### src/rtl/ggd_pkg.sv
// Package for the gyro gesture detector: register indexes, reset values,
// and the structs shared by the detector modules. No dependencies.

package ggd_pkg;

   localparam int CSR_INDEX_W = 3;
   localparam int CSR_DATA_W  = 16;

   typedef logic [CSR_INDEX_W-1:0] csr_index_type;

   localparam csr_index_type CSR_TRIGGER_THRESHOLD = 3'd0;
   localparam csr_index_type CSR_RELEASE_FRACTION  = 3'd1;
   localparam csr_index_type CSR_DETECT_WINDOW     = 3'd2;
   localparam csr_index_type CSR_DEBOUNCE          = 3'd3;
   localparam csr_index_type CSR_COOLDOWN          = 3'd4;

   localparam logic [15:0] THRESHOLD_RST = 16'd2000;
   localparam logic [8:0]  FRACTION_RST  = 9'd128;
   localparam logic [15:0] WINDOW_RST    = 16'd500;
   localparam logic [15:0] DEBOUNCE_RST  = 16'd100;
   localparam logic [15:0] COOLDOWN_RST  = 16'd300;
   // Derived values for the reset threshold and fraction.
   localparam logic [31:0] THR_SQ_RST    = 32'd4000000;
   localparam logic [24:0] THR_FRAC_RST  = 25'd256000;

   typedef struct packed {
      logic [31:0] thr_sq;        // threshold squared
      logic [24:0] thr_frac;      // threshold times release fraction (q8)
      logic [15:0] detect_window;
      logic [15:0] debounce;
      logic [15:0] cooldown;
   } cfg_type;

   typedef struct packed {
      logic signed [15:0] rate_x;
      logic signed [15:0] rate_y;
      logic signed [15:0] rate_z;
      logic [31:0]        time_ms;
      logic [31:0]        energy;
   } sample_type;

endpackage

### src/rtl/ggd_csr.sv
// Configuration registers of the gyro gesture detector, with the squared
// threshold and threshold-times-fraction products kept ready. Uses ggd_pkg.

module ggd_csr (
   input  logic                            clock,
   input  logic                            reset,
   input  logic                            csr_we,
   input  ggd_pkg::csr_index_type          csr_index,
   input  logic [ggd_pkg::CSR_DATA_W-1:0]  csr_wdata,
   output ggd_pkg::cfg_type                cfg
);

   logic [15:0] thr_ff, thr_in;
   logic [8:0]  frac_ff, frac_in;
   logic [15:0] window_ff, window_in;
   logic [15:0] debounce_ff, debounce_in;
   logic [15:0] cooldown_ff, cooldown_in;
   logic [31:0] thr_sq_ff, thr_sq_in;
   logic [24:0] thr_frac_ff, thr_frac_in;

   // The products are formed at write time so the sample path only sees registers.
   always_comb begin
      thr_in      = thr_ff;
      frac_in     = frac_ff;
      window_in   = window_ff;
      debounce_in = debounce_ff;
      cooldown_in = cooldown_ff;
      thr_sq_in   = thr_sq_ff;
      thr_frac_in = thr_frac_ff;
      if (csr_we) begin
         unique case (csr_index)
            ggd_pkg::CSR_TRIGGER_THRESHOLD: begin
               thr_in      = csr_wdata;
               thr_sq_in   = 32'(csr_wdata) * 32'(csr_wdata);
               thr_frac_in = 25'(csr_wdata) * 25'(frac_ff);
            end
            ggd_pkg::CSR_RELEASE_FRACTION: begin
               frac_in     = csr_wdata[8:0];
               thr_frac_in = 25'(thr_ff) * 25'(csr_wdata[8:0]);
            end
            ggd_pkg::CSR_DETECT_WINDOW: window_in   = csr_wdata;
            ggd_pkg::CSR_DEBOUNCE:      debounce_in = csr_wdata;
            ggd_pkg::CSR_COOLDOWN:      cooldown_in = csr_wdata;
            default: ;
         endcase
      end
   end

   always_ff @(posedge clock) begin
      if (reset) begin
         thr_ff      <= ggd_pkg::THRESHOLD_RST;
         frac_ff     <= ggd_pkg::FRACTION_RST;
         window_ff   <= ggd_pkg::WINDOW_RST;
         debounce_ff <= ggd_pkg::DEBOUNCE_RST;
         cooldown_ff <= ggd_pkg::COOLDOWN_RST;
         thr_sq_ff   <= ggd_pkg::THR_SQ_RST;
         thr_frac_ff <= ggd_pkg::THR_FRAC_RST;
      end else begin
         thr_ff      <= thr_in;
         frac_ff     <= frac_in;
         window_ff   <= window_in;
         debounce_ff <= debounce_in;
         cooldown_ff <= cooldown_in;
         thr_sq_ff   <= thr_sq_in;
         thr_frac_ff <= thr_frac_in;
      end
   end

   assign cfg.thr_sq        = thr_sq_ff;
   assign cfg.thr_frac      = thr_frac_ff;
   assign cfg.detect_window = window_ff;
   assign cfg.debounce      = debounce_ff;
   assign cfg.cooldown      = cooldown_ff;

endmodule

### config.mk
export PLATFORM = sky130hd
export DESIGN_NAME = ggd_csr
export DESIGN_NICKNAME = d
export VERILOG_FILES = /design/src/rtl/ggd_pkg.sv /design/src/rtl/ggd_csr.sv
export SDC_FILE = /design/constraint.sdc
export NUM_CORES = 1
export LEC_CHECK = 0
export BUFFER_PORTS_ARGS = -buffer_cell sky130_fd_sc_hd__buf_2
export CORE_UTILIZATION = 25
export DETAILED_ROUTE_END_ITERATION = 16
export SYNTH_ARGS = -nofsm -noshare
export SYNTH_HDL_FRONTEND = slang
export SYNTH_SLANG_ARGS = --single-unit
### constraint.sdc
create_clock -name clock -period 8.5 [get_ports clock]
set_input_delay 0.425 -clock clock [delete_from_list [all_inputs] [get_ports clock]]
set_output_delay 0.425 -clock clock [all_outputs]
set_load 0.05 [all_outputs]
### After elaboration in Yosys (flattened, before gate mapping)

Cells that the tools add are included.

| storage, ports and cells | value |
|---|---|
| output and inout bits | 105 |
| logic and storage cells | 23 |
| bits in registers | 130 |
| bits of input ports | 22 |

| operators by class | value |
|---|---|
| multiply operators | 3 |
| mux-type cells | 1 |
| reduce and logical (&&, ||, !) cells | 8 |
| eq/ne operators | 4 |

Operators by type and width:

| cell | count |
|---|---|
| $mul A16 B9 Y25 | 2 |
| $pmux W25 S2 | 1 |
| $mul A16 B16 Y32 | 1 |
| $reduce_and A2 Y1 | 6 |
| $eq A3 B2 Y1 const B | 2 |
| $eq A3 B1 Y1 const B | 1 |
| $eq A3 B3 Y1 const B | 1 |
| $logic_not A3 Y1 | 1 |
| $reduce_bool A2 Y1 | 1 |

### Depth between registers and ports, before layout

| depth | value |
|---|---|
| depth in word-level cells | 3 |
| gate-level depth with buffers | 24 |
| mapped depth without buffers | 23 |

### Worst setup path after synthesis

Ideal clock, no wire load.

| path | value |
|---|---|
| path kind | input-to-reg |
| start | input port csr_wdata[13] (netlist bit) |
| end | register thr_sq_ff[27] |
| required time | 8,421 ps |
| data arrival time | 5,967 ps |
| slack | 2,454 ps |
| path buffers | 2 |
| cell stages on the path | 20 |
| setup time | 79 ps |
| path through | clkbuf_1 -> clkbuf_1 -> nand2_1 -> fa_1 -> fa_1 -> inv_1 -> fa_1 -> fa_1 -> fa_1 -> inv_1 -> fa_1 -> inv_1 -> ha_1 -> a21oi_1 -> o21ai_0 -> o41ai_1 -> a211o_2 -> a21boi_2 -> or4_1 -> o211ai_1 |

| between the ends | value |
|---|---|
| longest elaborated chain between the ends | 1 |

RTL lines:

| what | RTL line | source |
|---|---|---|
| start: declaration | ggd_csr.sv:9 | `input logic [ggd_pkg::CSR_DATA_W-1:0] csr_wdata,` |
| $mul A16 B16 Y32 | ggd_csr.sv:34 | `thr_sq_in = 32'(csr_wdata) * 32'(csr_wdata);` |
| end signal: assignment | ggd_csr.sv:56 | `thr_sq_ff <= ggd_pkg::THR_SQ_RST;` |
| end signal: assignment | ggd_csr.sv:64 | `thr_sq_ff <= thr_sq_in;` |
| end: declaration | ggd_csr.sv:18 | `logic [31:0] thr_sq_ff, thr_sq_in;` |

No other way between the ends.
A chain may end at the register's enable or synchronous reset.

### Final worst setup path

| path | value |
|---|---|
| start | input port csr_wdata[13] (netlist bit) |
| end | register thr_sq_ff[25] |

Same word-level chain as after synthesis.

==> metrics.md <==
| Metric | Value |
|---|---|
| Post-route cell area | `between 0.02 and 0.025 mm2` |
| CTS tree | `yes` |
| Port bufs | `between 100 and 150` |
| Count of different cell masters after synthesis | `71` |
| Critical Path, Cell by Cell | `buf_2, inv_1, nor2_1, ha_1, xor2_1, fa_1, inv_1, fa_1, fa_1, fa_1, inv_1, fa_1, inv_1, ha_1, a21oi_1, o21ai_0, o41ai_1, a21oi_2, o41ai_1, xor2_1, o22ai_1` |
| First-pass DRT Iterations | `5` |
| Initial antenna violation count | `2` |
| Post-CTS Resized | `0` |
| Die width | `291 um` |
| Grt ovf | `0` |
| Clock Skews | `18.6 ps` |
| Post-route ant nets | `0` |
| Clock Latency Late Sink | `about 500 ps` |
| First-pass GRT wire length | `just under 100 mm` |
| Post-CTS Setup Bufs | `0` |
| Status | `finished clean` |
| Critical path class | `primary input to flop` |
| CTS Buf Count | `17` |
| Area after DPL | `about 0.022 mm2` |
| Fill cells | `roughly 9000` |
| HP Class | `primary input to flop` |
| Syn Area/Cell | `8.31 um2` |
| DRC violation count after routing | `0` |
| CP max stage cell | `o41ai_1` |
| Max_slew headroom | `35.5%` |
| CTS sink cnt | `128` |
| Worst Path Required | `8840 ps` |
| Synth Warn # | `0` |
| DPL Wire Length | `approximately 47 mm` |
| Overall routing resource usage | `15.1%` |
| CTS clk-pin slew, worst paths | `70 ps` |
| Cell area power density | `275 mW/mm2` |
| Core area | `0.0822 mm2` |
| Worst setup EP type | `flop` |
| Layout cells sized above 1 | `8.34%` |
| Post-CTS Hold Buffers | `0` |
| Setup TNS | `0 ps` |
| RSZ-0062 raised after global routing | `false` |
| Vias per inst | `~4.7` |
| Die area | `~0.084 mm2` |
| Vias in the first global route | `around 17000` |
| Utilization after layout | `28.0%` |
| Num ports | `approximately 130` |
| Final Max Slew Viols | `0` |
| Final worst slack | `2040 ps` |
| WP data arrival | `6800 ps` |
| Syn Inst Count | `2506` |
| H-tree depth | `4` |
| Setup violators final | `0` |
| Dpl ws | `1550 ps` |
| CTS root buffer | `clkbuf_16` |
| # diodes | `0` |
| Post-Syn Area | `0.0208 mm2` |
| Maximum vdd ir drop | `0.000484 V` |
| Area grow syn2layout | `10.7%` |
| Crit start category | `primary input` |
| Max incr delay on CP | `710 ps` |
| Nets | `3104` |
| Yosys reg bits | `128` |
| Final hold vios | `0` |
| Syn nets | `3080` |
| Initial Util | `25.3%` |
| Largest net degree at the start of global routing | `63` |
| Max clock buf depth | `2` |
| Max FO, Critical Path | `27` |
| Fin crit share | `76.1%` |
| Die height | `291 um` |
| Delay-heaviest family, CP | `adder cells` |
| Via Count | `16900` |
| CP dominant cell by count | `fa_1` |
| Wire length per cell | `17.1 um` |
| Max-capacitance violation count | `0` |
| Share of synthesized registers carrying an async set or reset | `0%` |
| Routed WL | `61.9 mm` |
| GP Congestion | `~0.86` |
| Number of synthesized flops with an enable pin | `0` |
| Top FF cell, synth | `dfxtp_1` |
| Sequential area share after synthesis | `12.3%` |
| FMAX | `0.155 GHz` |
| Drt initial violations | `1199` |
| Slew @ Worst Pin | `964 ps` |
| Tmin final | `6460 ps` |
| CP bufs+invs | `5` |
| Static leakage | `around 11 nW` |
| Row Count | `105` |
placed cells by master (no fill, tap or decap), drive strengths merged, types with 21 or more instances in the layout:
master    n
a21o     23
a21oi   119
and2    137
buf     152
dfxtp   128
fa      360
ha      192
inv     476
nand2   485
nand3    34
nor2     84
o211ai   22
o21ai    57
xnor2    36
xor2     21
power by group:
part	internal [W]	switching (W)	leakage [nW]
Combinational	0.00184	0.00301	10.1
Sequential	0.000641	0.0000376	1.04
Clock	0.000418	0.000384	0.287
layout make-up:
cell class	instances	area, um2	share of cell area (%)
Multi-Input combinational cell	1764	16000	69.3
Sequential cell	128	2560	11.1
Inverter	467	1750	7.61
Tap cell	1070	1340	5.81
Timing Repair Buffer	152	831	3.61
Clock buffer	17	425	1.85
Clock inverter	15	165	0.717
flip-flops by register name, summed over array words and instances (netlist names):
name and cells:
cooldown_ff 16, debounce_ff 16, frac_ff 9, thr_ff 16, thr_frac_ff 25, thr_sq_ff 30
window_ff 16
worst min-delay path: stages:
cell,delay [ps]
buf_2,170
nand2_1,70
a21oi_1,50
metal layers:
metal / vias to the layer above / GRT usage (%) / part of all wire [%]
li1: 7783 / - / -
met1: 8477 / 21.1 / 46
met2: 535 / 23.2 / 44
met3: 62 / 3.30 / 8.0
met4: 2 / 4.21 / 1.8
met5: - / 0 / 0.021
cell usage after synthesis, types with 7 or more instances:
library cell | n | area share (%)
nand2b_1 | 12 | 0.36
buf_1 | 10 | 0.18
xnor2_1 | 36 | 1.5
inv_1 | 465 | 8.4
or3_1 | 10 | 0.30
o21a_1 | 10 | 0.36
a211oi_1 | 20 | 0.72
ha_1 | 192 | 12
nand3_1 | 34 | 0.82
clkbuf_1 | 134 | 2.4
a21oi_1 | 116 | 2.8
o211ai_1 | 22 | 0.79
a21o_1 | 20 | 0.72
nor3_1 | 18 | 0.43
dfxtp_1 | 128 | 12
and2_1 | 137 | 4.1
and3_1 | 12 | 0.36
nor2b_1 | 9 | 0.27
a31oi_1 | 9 | 0.27
fa_1 | 360 | 35
o21ai_0 | 52 | 1.3
nand2_1 | 485 | 8.7
nor2_1 | 84 | 1.5
nand4_1 | 7 | 0.21
xor2_1 | 21 | 0.88
path summary, 6_finish.rpt:
check,start,end,slack (ps),cells past startpoint
worst max-delay path,csr_wdata[13],thr_sq_ff[25]$_SDFFE_PP0P_,2040,21
worst min-delay path,csr_wdata[0],cooldown_ff[0]$_SDFFE_PP0P_,270,3
worst max register to register,frac_ff[0]$_SDFFE_PP0P_,thr_frac_ff[16]$_SDFFE_PP1P_,2890,16
worst min register to register,thr_sq_ff[9]$_SDFFE_PP0P_,thr_sq_ff[9]$_SDFFE_PP0P_,450,2
stage by stage:
stage | total power [W] | std cells | hold WS [ps]
4_1_cts | 0.00638 | 3613 | 242
2_1_floorplan | 0.00434 | 2506 | 484
3_5_place_dp | 0.00553 | 3581 | 440
5_1_grt | 0.00708 | 3613 | 278
6_report | 0.00634 | 3613 | 275
3_3_place_gp | 0.00555 | 3581 | 439
cell families (layout without fill, tap and decap cells):
logic type | count (synthesis) | after routing | share of synthesized area (%)
other cells | 1 | 1 | 0.0180
fa+ha+maj | 552 | 552 | 46.2
simple gates | 834 | 834 | 18.1
mux | 4 | 4 | 0.198
flops | 128 | 128 | 12.3
compound gates | 316 | 316 | 9.71
buf+inv | 614 | 651 | 11.1
xor+xnor | 57 | 57 | 2.40
(Power assumes the default switching activity.)
