==> config.mk <==
export PLATFORM = sky130hd
export DESIGN_NAME = ggd_fsm_flat
export DESIGN_NICKNAME = d
export VERILOG_FILES = /design/src/rtl/ggd_pkg.sv /design/src/rtl/ggd_if.sv /design/src/rtl/ggd_fsm.sv /design/src/flat_wrapper.sv
export SDC_FILE = /design/constraint.sdc
export NUM_CORES = 2
export LEC_CHECK = 0
export BUFFER_PORTS_ARGS = -buffer_cell sky130_fd_sc_hd__buf_2
export CAP_MARGIN = 40
export CORE_ASPECT_RATIO = 0.5
export CORE_MARGIN = 8
export CORE_UTILIZATION = 35
export DETAILED_ROUTE_END_ITERATION = 10
export GPL_TIMING_DRIVEN = 0
export SLEW_MARGIN = 20
export SYNTH_ARGS = -nofsm -noshare
export SYNTH_HDL_FRONTEND = slang
export SYNTH_SLANG_ARGS = --single-unit
==> constraint.sdc <==
create_clock -name clock -period 14.3 [get_ports clock]
set_input_delay 1.43 -clock clock [delete_from_list [all_inputs] [get_ports clock]]
set_output_delay 1.43 -clock clock [all_outputs]
set_load 0.005 [all_outputs]
==> src/rtl/ggd_pkg.sv <==
// Package for the gyro gesture detector: register indexes, reset values,
// and the structs shared by the detector modules. No dependencies.

package ggd_pkg;

   localparam int CSR_INDEX_W = 3;
   localparam int CSR_DATA_W  = 16;

   typedef logic [CSR_INDEX_W-1:0] csr_index_type;

   localparam csr_index_type CSR_TRIGGER_THRESHOLD = 3'd0;
   localparam csr_index_type CSR_RELEASE_FRACTION  = 3'd1;
   localparam csr_index_type CSR_DETECT_WINDOW     = 3'd2;
   localparam csr_index_type CSR_DEBOUNCE          = 3'd3;
   localparam csr_index_type CSR_COOLDOWN          = 3'd4;

   localparam logic [15:0] THRESHOLD_RST = 16'd2000;
   localparam logic [8:0]  FRACTION_RST  = 9'd128;
   localparam logic [15:0] WINDOW_RST    = 16'd500;
   localparam logic [15:0] DEBOUNCE_RST  = 16'd100;
   localparam logic [15:0] COOLDOWN_RST  = 16'd300;
   // Derived values for the reset threshold and fraction.
   localparam logic [31:0] THR_SQ_RST    = 32'd4000000;
   localparam logic [24:0] THR_FRAC_RST  = 25'd256000;

   typedef struct packed {
      logic [31:0] thr_sq;        // threshold squared
      logic [24:0] thr_frac;      // threshold times release fraction (q8)
      logic [15:0] detect_window;
      logic [15:0] debounce;
      logic [15:0] cooldown;
   } cfg_type;

   typedef struct packed {
      logic signed [15:0] rate_x;
      logic signed [15:0] rate_y;
      logic signed [15:0] rate_z;
      logic [31:0]        time_ms;
      logic [31:0]        energy;
   } sample_type;

endpackage

==> src/rtl/ggd_if.sv <==


interface ggd_rsp_if;
   logic               valid;
   logic               ready;
   logic [2:0]         gesture_code;
   logic [1:0]         mode_now;
   logic signed [15:0] held_peak_x;
   logic signed [15:0] held_peak_y;
   logic signed [15:0] held_peak_z;
   logic [31:0]        held_peak_energy;

   modport source (output valid, gesture_code, mode_now, held_peak_x, held_peak_y,
                   held_peak_z, held_peak_energy, input ready);
   modport sink   (input valid, gesture_code, mode_now, held_peak_x, held_peak_y,
                   held_peak_z, held_peak_energy, output ready);
endinterface

==> src/rtl/ggd_fsm.sv <==
// Gesture state machine and result register of the gyro gesture detector:
// peak tracking, release test, classification and timeouts.
// Uses ggd_pkg and ggd_rsp_if.

module ggd_fsm (
   input  logic                clock,
   input  logic                reset,
   input  ggd_pkg::cfg_type    cfg,
   input  logic                sample_valid,
   input  ggd_pkg::sample_type sample,
   output logic                pipe_adv,
   ggd_rsp_if.source           rsp_ch
);

   typedef enum logic [1:0] {
      MODE_IDLE      = 2'd0,
      MODE_DETECTING = 2'd1,
      MODE_DEBOUNCE  = 2'd2,
      MODE_COOLDOWN  = 2'd3
   } mode_type;

   localparam logic [2:0] GESTURE_NIL   = 3'd0;
   localparam logic [2:0] GESTURE_LEFT  = 3'd1;
   localparam logic [2:0] GESTURE_RIGHT = 3'd2;
   localparam logic [2:0] GESTURE_UP    = 3'd3;
   localparam logic [2:0] GESTURE_DOWN  = 3'd4;
   localparam logic [2:0] GESTURE_CW    = 3'd5;
   localparam logic [2:0] GESTURE_CCW   = 3'd6;

   mode_type           mode_ff, mode_in;
   logic               near_miss_ff, near_miss_in;
   logic [31:0]        start_ff, start_in;
   logic [31:0]        end_ff, end_in;
   logic signed [15:0] peak_x_ff, peak_x_in;
   logic signed [15:0] peak_y_ff, peak_y_in;
   logic signed [15:0] peak_z_ff, peak_z_in;
   logic [31:0]        peak_e_ff, peak_e_in;
   logic               rsp_valid_ff, rsp_valid_in;
   logic [2:0]         code_ff, code_in;
   mode_type           out_mode_ff;
   logic signed [15:0] out_x_ff, out_y_ff, out_z_ff;
   logic [31:0]        out_e_ff;

   logic               step;
   logic               above, near, peak_hit, release_hit;
   logic               window_over, debounce_done, cooldown_done;
   logic [38:0]        energy_x100, thr_sq_x81;
   logic [49:0]        energy_shl, thr_frac_sq;
   logic [31:0]        since_start, since_end;
   logic signed [15:0] cand_x, cand_y, cand_z;
   logic [31:0]        cand_e;

   // Dominant axis of the peak and its sign; a tie for largest gives none.
   function automatic logic [2:0] classify(input logic signed [15:0] x,
                                           input logic signed [15:0] y,
                                           input logic signed [15:0] z);
      logic signed [16:0] xe, ye, ze;
      logic [16:0]        ax, ay, az;
      logic [2:0]         code;
      xe = 17'(x);
      ye = 17'(y);
      ze = 17'(z);
      ax = (xe < 0) ? 17'(-xe) : 17'(xe);
      ay = (ye < 0) ? 17'(-ye) : 17'(ye);
      az = (ze < 0) ? 17'(-ze) : 17'(ze);
      priority if (ax > ay && ax > az) begin
         code = (x > 0) ? GESTURE_DOWN : GESTURE_UP;
      end else if (ay > ax && ay > az) begin
         code = (y > 0) ? GESTURE_LEFT : GESTURE_RIGHT;
      end else if (az > ax && az > ay) begin
         code = (z > 0) ? GESTURE_CW : GESTURE_CCW;
      end else begin
         code = GESTURE_NIL;
      end
      return code;
   endfunction

   assign pipe_adv = !rsp_valid_ff || rsp_ch.ready;
   assign step     = sample_valid && pipe_adv;

   assign above       = sample.energy > cfg.thr_sq;
   assign energy_x100 = 39'(sample.energy) * 39'd100;
   assign thr_sq_x81  = 39'(cfg.thr_sq) * 39'd81;
   assign near        = energy_x100 > thr_sq_x81;
   assign peak_hit    = sample.energy > peak_e_ff;
   // Magnitude below T*F/256, compared as squares scaled by 2^16.
   assign energy_shl  = {2'b00, sample.energy, 16'h0000};
   assign thr_frac_sq = 50'(cfg.thr_frac) * 50'(cfg.thr_frac);
   assign release_hit = energy_shl < thr_frac_sq;

   assign since_start   = sample.time_ms - start_ff;
   assign since_end     = sample.time_ms - end_ff;
   assign window_over   = since_start > 32'(cfg.detect_window);
   assign debounce_done = since_end >= 32'(cfg.debounce);
   assign cooldown_done = since_end >= 32'(cfg.cooldown);

   // Peak after the detecting-mode update, which comes before the release test.
   assign cand_x = peak_hit ? sample.rate_x : peak_x_ff;
   assign cand_y = peak_hit ? sample.rate_y : peak_y_ff;
   assign cand_z = peak_hit ? sample.rate_z : peak_z_ff;
   assign cand_e = peak_hit ? sample.energy : peak_e_ff;

   always_comb begin
      mode_in      = mode_ff;
      near_miss_in = near_miss_ff;
      start_in     = start_ff;
      end_in       = end_ff;
      peak_x_in    = peak_x_ff;
      peak_y_in    = peak_y_ff;
      peak_z_in    = peak_z_ff;
      peak_e_in    = peak_e_ff;
      code_in      = GESTURE_NIL;
      unique case (mode_ff)
         MODE_IDLE: begin
            if (above) begin
               mode_in      = MODE_DETECTING;
               start_in     = sample.time_ms;
               peak_x_in    = sample.rate_x;
               peak_y_in    = sample.rate_y;
               peak_z_in    = sample.rate_z;
               peak_e_in    = sample.energy;
               near_miss_in = 1'b0;
            end else if (near) begin
               if (!near_miss_ff) begin
                  peak_x_in = sample.rate_x;
                  peak_y_in = sample.rate_y;
                  peak_z_in = sample.rate_z;
                  peak_e_in = sample.energy;
               end
               near_miss_in = 1'b1;
            end else begin
               near_miss_in = 1'b0;
            end
         end
         MODE_DETECTING: begin
            peak_x_in = cand_x;
            peak_y_in = cand_y;
            peak_z_in = cand_z;
            peak_e_in = cand_e;
            if (release_hit) begin
               if (cand_e >= cfg.thr_sq) begin
                  code_in = classify(cand_x, cand_y, cand_z);
               end
               end_in  = sample.time_ms;
               mode_in = MODE_DEBOUNCE;
            end else if (window_over) begin
               mode_in = MODE_IDLE;
            end
         end
         MODE_DEBOUNCE: begin
            if (debounce_done) begin
               mode_in = MODE_COOLDOWN;
            end
         end
         MODE_COOLDOWN: begin
            if (cooldown_done) begin
               mode_in      = MODE_IDLE;
               near_miss_in = 1'b0;
            end
         end
      endcase
      rsp_valid_in = pipe_adv ? sample_valid : rsp_valid_ff;
   end

   always_ff @(posedge clock) begin
      if (reset) begin
         mode_ff      <= MODE_IDLE;
         near_miss_ff <= 1'b0;
         start_ff     <= '0;
         end_ff       <= '0;
         peak_x_ff    <= '0;
         peak_y_ff    <= '0;
         peak_z_ff    <= '0;
         peak_e_ff    <= '0;
         rsp_valid_ff <= 1'b0;
      end else begin
         rsp_valid_ff <= rsp_valid_in;
         if (step) begin
            mode_ff      <= mode_in;
            near_miss_ff <= near_miss_in;
            start_ff     <= start_in;
            end_ff       <= end_in;
            peak_x_ff    <= peak_x_in;
            peak_y_ff    <= peak_y_in;
            peak_z_ff    <= peak_z_in;
            peak_e_ff    <= peak_e_in;
         end
      end
      if (step) begin
         code_ff     <= code_in;
         out_mode_ff <= mode_in;
         out_x_ff    <= peak_x_in;
         out_y_ff    <= peak_y_in;
         out_z_ff    <= peak_z_in;
         out_e_ff    <= peak_e_in;
      end
   end

   assign rsp_ch.valid            = rsp_valid_ff;
   assign rsp_ch.gesture_code     = code_ff;
   assign rsp_ch.mode_now         = out_mode_ff;
   assign rsp_ch.held_peak_x      = out_x_ff;
   assign rsp_ch.held_peak_y      = out_y_ff;
   assign rsp_ch.held_peak_z      = out_z_ff;
   assign rsp_ch.held_peak_energy = out_e_ff;

   // The mode only moves when a sample is processed.
   assert property (@(posedge clock) disable iff (reset)
      !step |=> $stable(mode_ff))
      else $error("mode changed without a processed sample");

   // Debounce can only stay or move on to cooldown.
   assert property (@(posedge clock) disable iff (reset)
      step && mode_ff == MODE_DEBOUNCE |=>
         mode_ff == MODE_DEBOUNCE || mode_ff == MODE_COOLDOWN)
      else $error("illegal exit from debounce");

   // A gesture is only ever reported on the step that enters debounce.
   assert property (@(posedge clock) disable iff (reset)
      rsp_valid_ff && code_ff != GESTURE_NIL |-> out_mode_ff == MODE_DEBOUNCE)
      else $error("gesture reported outside debounce entry");

   // The near-miss flag is only held while idle.
   assert property (@(posedge clock) disable iff (reset)
      near_miss_ff |-> mode_ff == MODE_IDLE)
      else $error("near-miss flag set outside idle");

endmodule

==> src/flat_wrapper.sv <==
// flat-port wrapper written by rule: the top's interface ports become plain ports
module ggd_fsm_flat 
  (clock, reset, cfg, sample_valid, sample, pipe_adv, rsp_ch_valid, rsp_ch_gesture_code, rsp_ch_mode_now, rsp_ch_held_peak_x, rsp_ch_held_peak_y, rsp_ch_held_peak_z, rsp_ch_held_peak_energy, rsp_ch_ready);
  ggd_rsp_if rsp_ch_i ();
  input  logic clock;
  input  logic reset;
  input  ggd_pkg::cfg_type cfg;
  input  logic sample_valid;
  input  ggd_pkg::sample_type sample;
  output logic pipe_adv;
  output wire logic [$bits(rsp_ch_i.valid)-1:0] rsp_ch_valid;
  output wire logic [$bits(rsp_ch_i.gesture_code)-1:0] rsp_ch_gesture_code;
  output wire logic [$bits(rsp_ch_i.mode_now)-1:0] rsp_ch_mode_now;
  output wire logic [$bits(rsp_ch_i.held_peak_x)-1:0] rsp_ch_held_peak_x;
  output wire logic [$bits(rsp_ch_i.held_peak_y)-1:0] rsp_ch_held_peak_y;
  output wire logic [$bits(rsp_ch_i.held_peak_z)-1:0] rsp_ch_held_peak_z;
  output wire logic [$bits(rsp_ch_i.held_peak_energy)-1:0] rsp_ch_held_peak_energy;
  input wire logic [$bits(rsp_ch_i.ready)-1:0] rsp_ch_ready;
  assign rsp_ch_valid = rsp_ch_i.valid;
  assign rsp_ch_gesture_code = rsp_ch_i.gesture_code;
  assign rsp_ch_mode_now = rsp_ch_i.mode_now;
  assign rsp_ch_held_peak_x = rsp_ch_i.held_peak_x;
  assign rsp_ch_held_peak_y = rsp_ch_i.held_peak_y;
  assign rsp_ch_held_peak_z = rsp_ch_i.held_peak_z;
  assign rsp_ch_held_peak_energy = rsp_ch_i.held_peak_energy;
  assign rsp_ch_i.ready = rsp_ch_ready;
  ggd_fsm u_core (.clock(clock), .reset(reset), .cfg(cfg), .sample_valid(sample_valid), .sample(sample), .pipe_adv(pipe_adv), .rsp_ch(rsp_ch_i));
endmodule
Word level (Yosys, flattened, before mapping)
Cells that the tools add are included.

Magnitude comparators: 20. Eq/ne operators: 4. Reductions and logical operators: 12. Multipliers: 3. $add $sub $neg: 5. Muxes and demuxes: 39.

Operator list (count): $mux 16 (12); $mux 32 (4); $gt 17x17->1 (6); $pmux 16 s2 (3); $ge 32x16->1 (2); $gt 32x32->1 (2); $pmux 32 s2 (1); $sub 32x32->32 (2); $mux 17 (3); $neg 16->17 (3); $lt 48x50->1 (1); $mul 25x25->50 (1); $gt 16x1->1 const B (3); $lt 16x1->1 const B (3); $gt 39x39->1 (1); $mul 32x7->39 const B (1); $mul 32x5->37 const B (1); $ge 32x32->1 (1); $gt 32x16->1 (1); $mux 2 (7); $mux 3 (4); $reduce_and 3->1 (4); $pmux 2 s4 (1); $eq 2x2->1 const B (2); other kinds (9) (14).

Output and inout bits: 87. Word-level logic and storage cells: 98. Register bits: 233.

Longest topological paths before layout
Word-level depth: 9. Gate-level depth with buffers: 44.

Worst setup path before layout
Ideal clock, no wire load.

Path kind: input to register. Start point: input cfg[52] (netlist bit). End point: register u_core.mode_ff[1]. Data required time: 14.185 ns. Cell stages on the path: 38. Arrival time: 10.331 ns. Setup slack: 3.855 ns. Path buffers: 2. Cells stage by stage: clkbuf_1 -> clkbuf_1 -> nand2_1 -> fa_1 -> inv_1 -> fa_1 -> inv_1 -> fa_1 -> inv_1 -> fa_1 -> ha_1 -> inv_1 -> fa_1 -> fa_1 -> inv_1 -> ha_1 -> a211oi_1 -> o21ai_0 -> [2 not listed] -> or2_2 -> a31o_2 -> a221o_1 -> a21o_1 -> a21oi_1 -> xor2_1 -> ha_1 -> nand4_1 -> nor2_1 -> nand3_1 -> nor4_1 -> nand3_1 -> a2111oi_2 -> a41oi_1 -> or4_4 -> and2_4 -> or3_4 -> o21a_1.

Longest elaborated chain between the ends: 4.

Ends and longest elaborated chain: from (decl) (line flat_wrapper.sv:7) `input ggd_pkg::cfg_type cfg;`; $mul 25x25->50 (line ggd_fsm.sv:88) `assign thr_frac_sq = 50'(cfg.thr_frac) * 50'(cfg.thr_frac);`; $lt 48x50->1 (line ggd_fsm.sv:89) `assign release_hit = energy_shl < thr_frac_sq;`; $mux 2 (line ggd_fsm.sv:140) `if (release_hit) begin`; $pmux 2 s4 (line ggd_fsm.sv:113) `unique case (mode_ff)`; net u_core.mode_in[1] (line ggd_fsm.sv:30) `mode_type mode_ff, mode_in;`; to (signal assigned) (line ggd_fsm.sv:179) `mode_ff <= mode_in;`; to (decl) (line ggd_fsm.sv:30).

The timed path passes the listed nets, and every way through them passes these cells. A chain may end at the register's enable or synchronous reset.

Worst setup path in the final report
Start point: input cfg[68] (netlist bit). End point: register u_core.code_ff[1], in the netlist u_core.rsp_ch.gesture_code[1], data pin.

Longest elaborated chain between the ends: 3.

Ends and longest elaborated chain: $mul 25x25->50 (line ggd_fsm.sv:88); $lt 48x50->1 (line ggd_fsm.sv:89); $reduce_and 3->1 (no source line); to (signal assigned) (line ggd_fsm.sv:190) `code_ff <= code_in;`; to (decl) (line ggd_fsm.sv:39) `logic [2:0] code_ff, code_in;`.

Every way passes these cells.

==> qor.csv <==
metric,value,unit
Non-Filler Instances,7495,
Tot GR Track Use,18.6,%
Final Routed Wirelength,140000,µm
dpl hpwl,118000,µm
slowest CP cell,clkbuf_1,
leading post-synthesis cells by cell area,"fa_1 (23%), ha_1 (20%), inv_1 (9.0%)",
xor and xnor area share after synthesis,4.05,%
initial antenna violation count,18,
#FFs+latches synth,233,
cts hold-fix bufs,0,
Post-Syn Instances,5333,
post-route ant nets,0,
clock buffer depth,3,
largest net degree at the start of global routing,59,
DRT iter0 DRCs,2483,
Worst Hold Path EP,u_core.peak_e_ff[26]$_SDFFE_PP0P_,
fin nets,7190,
root buf cell,clkbuf_16,
GPL Wtd Cong,0.933,
Tmin final,12.30,ns
largest family of logic cells by synthesized area,adder cells,
setup TNS,0,ns
post-cts sizing count,0,
Initial Util,35.3,%
"commonest cells after routing, fill and taps aside","inv_1 (1109), ha_1 (749), fa_1 (529)",
first-pass GRT wire length,216000,µm
WP buf/inv,8,
flop-to-flop setup slack,5.51,ns
Clock Sinks,233,
status,"complete, no violations",
Worst EP required,14.62,ns
GRT overflow,0,
synthesis warning total,0,
Reg area,5520,µm²
CP Launch Type,primary input,
"Arr. time, crit path",12.62,ns
Filler Cell Count,13500,
"most used cell, CP",fa_1,
complex-gate fraction of the synthesized area,12.0,%
library cells used by synthesis,99,
share of layout cells above drive strength 1,9.07,%
io pins,308,
die width,532,µm
CP max FO,10,
adder-cell share of the synthesized area,42.9,%
vias in the first global route,37800,
"Async S/R FF share, synth",0,%
DR pass1 iterations,6,
Core ar.,132000,µm²
"CP delay by family, top",adder cells,
Worst-Skew Late Latency,0.57,ns
sequential share of the synthesized area,11.9,%
R2R depth,28,
CP Capture Type,flop,
Worst R2R Start,u_core.peak_e_ff[4]$_SDFFE_PP0P_,
Synth Cell Area,46500,µm²
max cap viols,0,
Main synth FF type,dfxtp_1,
fin crit share,86.0,%
skew final,0.0204,ns
Slew @ Worst Pin,0.940,ns
CTS tree,yes,
worst flop-to-flop path endpoint,u_core.rsp_ch.gesture_code[1]$_SDFFCE_PN0P_,
H-Tree Depth,1,
Final Max Tran Viols,0,
via count,37500,
area share of and/or/nand/nor cells after synthesis,12.4,%
Hold Path Stages,2,
syn avg cell area,8.72,µm²
RSZ-0062 raised after global routing,false,
final setup vio count,0,
Synth top area share,22.8,%
Crit path largest cell delay,0.67,ns
"EDFF count, synth",85,
"Hold Vio Cnt, Final",0,
Yosys top cell by area,fa_1,
Worst Hold Class,flop to flop,
worst hold start,u_core.peak_e_ff[26]$_SDFFE_PP0P_,
Cell Rows,94,
Crit path depth,40,
crit path kind,primary input to flop,
TritonCTS Buffers,29,
die area,146000,µm²
WL per Instance,18.6,µm
"most common cell after layout, fill and taps aside",inv_1,
PortBufs,301,
Fmax,81.3,MHz
# DRC,0,
Die Y,274,µm
total setup buffers inserted after CTS,0,
"Reg clk slew, reported paths",0.06,ns
Worst slew margin,37.3,%
post-synthesis mux area share,6.30,%
Area Growth Syn to Fin,10.7,%
multi-input logic area,36200,µm²
dpl cells,7430,
via/cell ratio,5.00,
## state kept, by name, summed over array words and instances (netlist names)
signal and cells:
u_core.end_ff 32, u_core.peak_e_ff 32, u_core.rsp_ch.held_peak_energy 32, u_core.start_ff 32, u_core.peak_x_ff 16, u_core.peak_y_ff 16
u_core.peak_z_ff 16, u_core.rsp_ch.held_peak_x 16, u_core.rsp_ch.held_peak_y 16, u_core.rsp_ch.held_peak_z 16, u_core.rsp_ch.gesture_code 3, u_core.mode_ff 2
u_core.rsp_ch.mode_now 2, u_core.near_miss_ff 1, u_core.rsp_ch.valid 1
## kinds of logic (layout without fill, tap and decap cells)
family	Yosys count	count (layout)
flip-flops	233	233
XOR/XNOR	215	215
AND/OR/NAND/NOR	1208	1208
AO/OA/AOI/OAI	854	854
other	2	13
buffers and inverters	1259	1634
adder cells (fa/ha/maj)	1278	1278
multiplexers	284	284
## worst min-delay path, stage by stage, from the launching register on
cell	delay [ns]
dfxtp_1	0.32
mux2i_1	0.06
nor2_1	0.07
## layout make-up
type                       count  share of cell area [%]
sequential                   233                    10.7
multi-input combinational   3845                    70.2
tap                         1776                    4.31
inverter                    1110                    8.10
clock buffer                  42                    1.65
antenna                        7                  0.0340
clock inverter                10                   0.206
buffer                       149                    1.34
timing repair buffer         323                    3.44
## per-stage QoR
step | util (%) | area, µm² | setup slack (ns) | hold WS (ns)
3_3_place_gp | 38.2 | 50300 | 1.21 | 0.473
5_1_grt | 39.1 | 51500 | 1.36 | 0.514
4_1_cts | 39.0 | 51400 | 1.83 | 0.495
3_5_place_dp | 38.3 | 50500 | 1.24 | 0.482
6_report | 39.1 | 51500 | 2.00 | 0.491
2_1_floorplan | - | 46500 | 3.85 | 0.459
## worst max-delay path by stage
| stage | slack [ns] | end | startpoint |
|---|---|---|---|
| after floorplan | 3.85 | u_core.mode_ff[1]$_SDFFE_PP0P_ | cfg[52] |
| after global placement | 1.21 | u_core.rsp_ch.gesture_code[1]$_SDFFCE_PN0P_ | cfg[51] |
| after detailed placement | 1.24 | u_core.rsp_ch.gesture_code[1]$_SDFFCE_PN0P_ | cfg[51] |
| after CTS | 1.83 | u_core.rsp_ch.gesture_code[1]$_SDFFCE_PN0P_ | cfg[51] |
| after global routing | 1.36 | u_core.rsp_ch.gesture_code[1]$_SDFFCE_PN0P_ | cfg[64] |
| final | 2.00 | u_core.rsp_ch.gesture_code[1]$_SDFFCE_PN0P_ | cfg[68] |
## Yosys cell counts, types with 7 or more instances
cell,instances
or3_1,36
xnor2_1,119
o211ai_1,32
o31ai_1,25
fa_1,529
a211oi_1,20
dfxtp_1,148
a221oi_1,8
nor4_1,14
ha_1,749
o2111ai_1,12
nand4_1,64
a21boi_0,8
a211o_1,8
or2_2,7
nor2_1,351
nor3_1,56
and2_1,133
clkbuf_1,103
o31a_1,11
xor2_1,96
a21o_1,131
a21oi_1,248
a311oi_1,7
and4_1,14
or4_1,7
a31o_2,7
nand3_1,57
a221o_1,8
edfxtp_1,85
inv_1,1110
a31oi_1,21
nand2_1,349
o21a_1,51
buf_2,33
mux2i_1,217
nand2b_1,23
o21bai_1,24
o21ai_0,164
and3_1,26
nor2b_1,37
mux2_2,66
a2111oi_0,7
## layer usage
layer,share of wire (%),track usage (%)
met4,2.5,4.61
met1,45,24.6
met3,4.6,1.85
met2,48,32.6
met5,0.028,0
Power is not shown: default switching activity piles up to over one toggle a cycle in this logic, so the estimate is an artifact.
